File: src/rtl/core/three_frame_motion_mask_top_defines.svh
// assertion macros for the three-frame motion mask block
// used by three_frame_motion_mask_top; expects clk and rst_n in scope
`ifndef THREE_FRAME_MOTION_MASK_TOP_DEFINES_SVH
`define THREE_FRAME_MOTION_MASK_TOP_DEFINES_SVH

// consequent checked in the same cycle as the antecedent
`define TFMM_ASSERT_NOW(label, ante, cons, msg) \
    label: assert property (@(posedge clk) disable iff (!rst_n) (ante) |-> (cons)) \
        else $error(msg);

// consequent checked in the cycle after the antecedent
`define TFMM_ASSERT_NEXT(label, ante, cons, msg) \
    label: assert property (@(posedge clk) disable iff (!rst_n) (ante) |=> (cons)) \
        else $error(msg);

`endif

File: src/rtl/core/tfmm_pkg.sv
// shared types, constants and helpers for the three-frame motion mask block
// no dependencies
`default_nettype none

package tfmm_pkg;

    localparam int CHAN_W   = 8;
    localparam int WEIGHT_W = 11;
    localparam int CFG_IDX_W  = 3;
    localparam int CFG_DATA_W = 11;
    localparam int FRAMES_W   = 2;

    localparam int IMAGE_WIDTH_DEF  = 320;
    localparam int IMAGE_HEIGHT_DEF = 240;

    localparam logic [WEIGHT_W-1:0] WEIGHT_RED_RST   = 11'd306;
    localparam logic [WEIGHT_W-1:0] WEIGHT_GREEN_RST = 11'd601;
    localparam logic [WEIGHT_W-1:0] WEIGHT_BLUE_RST  = 11'd117;
    localparam logic [CHAN_W-1:0]   THRESHOLD_RST    = 8'd5;
    localparam logic [CHAN_W-1:0]   DEFAULT_COLOR_RST = 8'd0;

    localparam logic [FRAMES_W-1:0] FRAMES_FULL = 2'd2;

    typedef enum logic [CFG_IDX_W-1:0] {
        REG_WEIGHT_RED    = 3'd0,
        REG_WEIGHT_GREEN  = 3'd1,
        REG_WEIGHT_BLUE   = 3'd2,
        REG_THRESHOLD     = 3'd3,
        REG_DEFAULT_RED   = 3'd4,
        REG_DEFAULT_GREEN = 3'd5,
        REG_DEFAULT_BLUE  = 3'd6
    } cfg_reg_t;

    // one history entry per pixel, newest gray in the lowest bits
    typedef struct packed {
        logic [CHAN_W-1:0] blue;
        logic [CHAN_W-1:0] green;
        logic [CHAN_W-1:0] red;
        logic [CHAN_W-1:0] prev2;
        logic [CHAN_W-1:0] prev1;
    } hist_entry_t;

    function automatic logic [CHAN_W-1:0] abs_diff(input logic [CHAN_W-1:0] a,
                                                   input logic [CHAN_W-1:0] b);
        abs_diff = (a >= b) ? (a - b) : (b - a);
    endfunction

endpackage

`default_nettype wire

File: src/rtl/core/tfmm_gray.sv
// rgb to gray conversion with programmable weights in units of 1/1024
// depends on tfmm_pkg
`default_nettype none

module tfmm_gray (
    input  wire logic [tfmm_pkg::CHAN_W-1:0]   red,
    input  wire logic [tfmm_pkg::CHAN_W-1:0]   green,
    input  wire logic [tfmm_pkg::CHAN_W-1:0]   blue,
    input  wire logic [tfmm_pkg::WEIGHT_W-1:0] weight_red,
    input  wire logic [tfmm_pkg::WEIGHT_W-1:0] weight_green,
    input  wire logic [tfmm_pkg::WEIGHT_W-1:0] weight_blue,
    output logic      [tfmm_pkg::CHAN_W-1:0]   gray
);

    localparam int PROD_W = tfmm_pkg::WEIGHT_W + tfmm_pkg::CHAN_W;
    localparam int SUM_W  = PROD_W + 2;
    localparam int SHIFT  = 10;

    logic [tfmm_pkg::WEIGHT_W-1:0] wr;
    logic [tfmm_pkg::WEIGHT_W-1:0] wg;
    logic [tfmm_pkg::WEIGHT_W-1:0] wb;
    logic [PROD_W-1:0]             prod_r;
    logic [PROD_W-1:0]             prod_g;
    logic [PROD_W-1:0]             prod_b;
    logic [SUM_W-1:0]              sum;
    logic [SUM_W-SHIFT-1:0]        scaled;

    always_comb
    begin
        // all-zero weights fall back to the standard luma weights
        if (weight_red == '0 && weight_green == '0 && weight_blue == '0)
        begin
            wr = tfmm_pkg::WEIGHT_RED_RST;
            wg = tfmm_pkg::WEIGHT_GREEN_RST;
            wb = tfmm_pkg::WEIGHT_BLUE_RST;
        end
        else
        begin
            wr = weight_red;
            wg = weight_green;
            wb = weight_blue;
        end
        prod_r = PROD_W'(wr) * PROD_W'(red);
        prod_g = PROD_W'(wg) * PROD_W'(green);
        prod_b = PROD_W'(wb) * PROD_W'(blue);
        sum    = SUM_W'(prod_r) + SUM_W'(prod_g) + SUM_W'(prod_b);
        scaled = sum[SUM_W-1:SHIFT];
        if (scaled > (SUM_W-SHIFT)'(255))
        begin
            gray = '1;
        end
        else
        begin
            gray = scaled[tfmm_pkg::CHAN_W-1:0];
        end
    end

endmodule

`default_nettype wire

File: config.mk
export PLATFORM = sky130hd
export DESIGN_NAME = tfmm_gray
export DESIGN_NICKNAME = d
export VERILOG_FILES = /design/src/rtl/core/three_frame_motion_mask_top_defines.svh /design/src/rtl/core/tfmm_pkg.sv /design/src/rtl/core/tfmm_gray.sv
export SDC_FILE = /design/constraint.sdc
export NUM_CORES = 1
export LEC_CHECK = 0
export BUFFER_PORTS_ARGS = -buffer_cell sky130_fd_sc_hd__buf_4
export CORE_MARGIN = 5
export CORE_UTILIZATION = 59
export DETAILED_ROUTE_END_ITERATION = 10
export GPL_ROUTABILITY_DRIVEN = 0
export GPL_TIMING_DRIVEN = 0
export PLACE_DENSITY = 0.81
export SLEW_MARGIN = 25
export SYNTH_ARGS = -nofsm -noshare
export SYNTH_HDL_FRONTEND = slang
export SYNTH_SLANG_ARGS = --single-unit
File: constraint.sdc
create_clock -name vclk -period 13.3
set_input_delay 3.325 -clock vclk [all_inputs]
set_output_delay 3.325 -clock vclk [all_outputs]
set_load 0.02 [all_outputs]
==> run metrics <==
fin crit share=103.9%; leading area contributor after synthesis=fa_1; Syn. warnings=0; FFs & Latches=0; fin crit period=~14 ns; most frequent CP cell=fa_1; multiplexer area fraction after synthesis=0%; Setup violations, final=8; Hold Vio Cnt, Final=0; Multi-input gate area=8559 um2; routed wire length per instance=17.77 um; Starting DRT DRC Count=511; Post-Route WL=approximately 24000 um; mapped cell area=~9000 um2; Synth Area in Compound Gates=6.545%; synthesized instance count=1048; Synth Area in Simple Gates=approximately 17%; hpwl dp=roughly 19000 um; Post-Synth XOR/XNOR Area=0.5668%; Layout area overhead=18.79%; hold buffer count at CTS=0; outcome=finished, violations left; top-count cell post-synth=inv_1; dpl ws=-1.079 ns; crit path DAT=10.49 ns; Worst Max-Slew Pin Slew=approximately 0.7 ns; Initial Util=60.54%; Area contributors post-synth=fa_1 (49%), ha_1 (13%), inv_1 (12%), and2_1 (6.1%), nor2b_1 (4.5%); CP max FO=10; Reg area=0 um2; CORE AREA=approximately 15000 um2; # rows=45; largest net degree at the start of global routing=11; # diodes=0; failing checks=setup timing; Synth top area share=around half; top achievable clock speed=72.39 MHz; crit end category=output port; vias in the first global route=approximately 8000; fin cells=1349; Critical Path Source Type=input pin; WP data required=roughly 10 ns; dpl cells=roughly 1300; DIE AREA=~18000 um2; global-route wire length before repair=between 30000 and 40000 um; Slew HR=a little over half; max cap viols=0; final-layout clock buffer total=0; Die Wd=~140 um; ratio of cells with drive above 1 in the final layout=around 17%; unrepaired setup endpoints after global routing=true; drt pass-1 iters=5; via count=7533; final slew viol count=0; total gr overflow=0; worst min-delay path class=input pin to output port; vias per cell=~5.6; Ports=65; sequential element share of the synthesized area=0%; Crit Path Class=input pin to output port; Util after Layout=between 70% and 80%; Final ANT Viol Nets=0; post-synthesis cell type count=43; Max stage delay on crit path=0.57 ns; Worst path top cell family by delay=adder cells; IO buf count=57; Layout fillers=between 1000 and 1500; largest family of logic cells by synthesized area=adder cells; initial antenna violation count=0; Adder-Cell Fraction of Synth Area=62.02%; synthesized net count=between 1000 and 1500; fin worst setup slack=-0.5148 ns; Crit-path slowest cell=fa_1; syn_area_per_cell=8.847 um2; Die Ht=about 140 um; Residual DRC=0; final net count=1521; most frequent cells after synthesis=inv_1 (289), fa_1 (226), ha_1 (98); WP buf/inv=12; GRT Util Overall=a little over a quarter
[cells in the final DEF (no fill, tap or decap), drive strengths merged, types with 7 or more instances in the layout]
master  netlist  final
inv         289    289
fa          226    226
buf           5    100
ha           98     98
and2         91     91
nand2        71     71
nor2b        67     67
o21ai        52     52
clkbuf       34     29
nor2         20     20
a21oi        17     17
nor4          8      8
a21o          7      7
nand3         7      7
or3           7      7
[per-layer routing]
metal	share of wire [%]	wire (um)	GRT usage, %	vias to the layer above
li1	-	-	-	3289
met1	37	8752	34.66	3821
met2	52	12410	46.57	328
met3	6.6	1588	0.5572	95
met4	5.1	1221	9.742	0
met5	0	0	0	-
[layout make-up]
cell class                 instances  area share (%)
multi-input combinational        720           77.72
timing repair buffer              91           7.305
inverter                         289           9.873
tap                              211           2.397
buffer                            38           2.704
[through the flow]
step                area, um2  setup TNS (ns)  hold slack (ns)
CTS                     10620          -3.186            7.543
finish                  11010          -4.007            7.605
floorplan                9422               0            7.122
global placement        10110          -7.535            7.497
detailed placement      10110          -8.450            7.497
global route            11010          -5.188            7.670
[worst paths after layout]
path                       startpoint  endpoint  slack [ns]  cells past startpoint
worst min-delay path  weight_green[0]   gray[3]        7.61                      8
worst max-delay path  weight_green[5]   gray[0]       -0.51                     29
[kinds of logic after synthesis]
logic type               after synthesis
AO/OA/AOI/OAI                         99
AND/OR/NAND/NOR                      291
adder cells (fa/ha/maj)              324
XOR/XNOR                               6
buffers and inverters                328
[timing repair]
action                                  in CTS  in global routing
gates cloned                                 0                  1
pin swaps                                   54                 74
setup buffers                               22                 15
hold endpoints to repair                     0                  0
endpoints found under the setup margin       8                  8
gates resized for setup                     93                 67
Power is not shown: default switching activity piles up to over one toggle a cycle in this logic, so the estimate is an artifact.
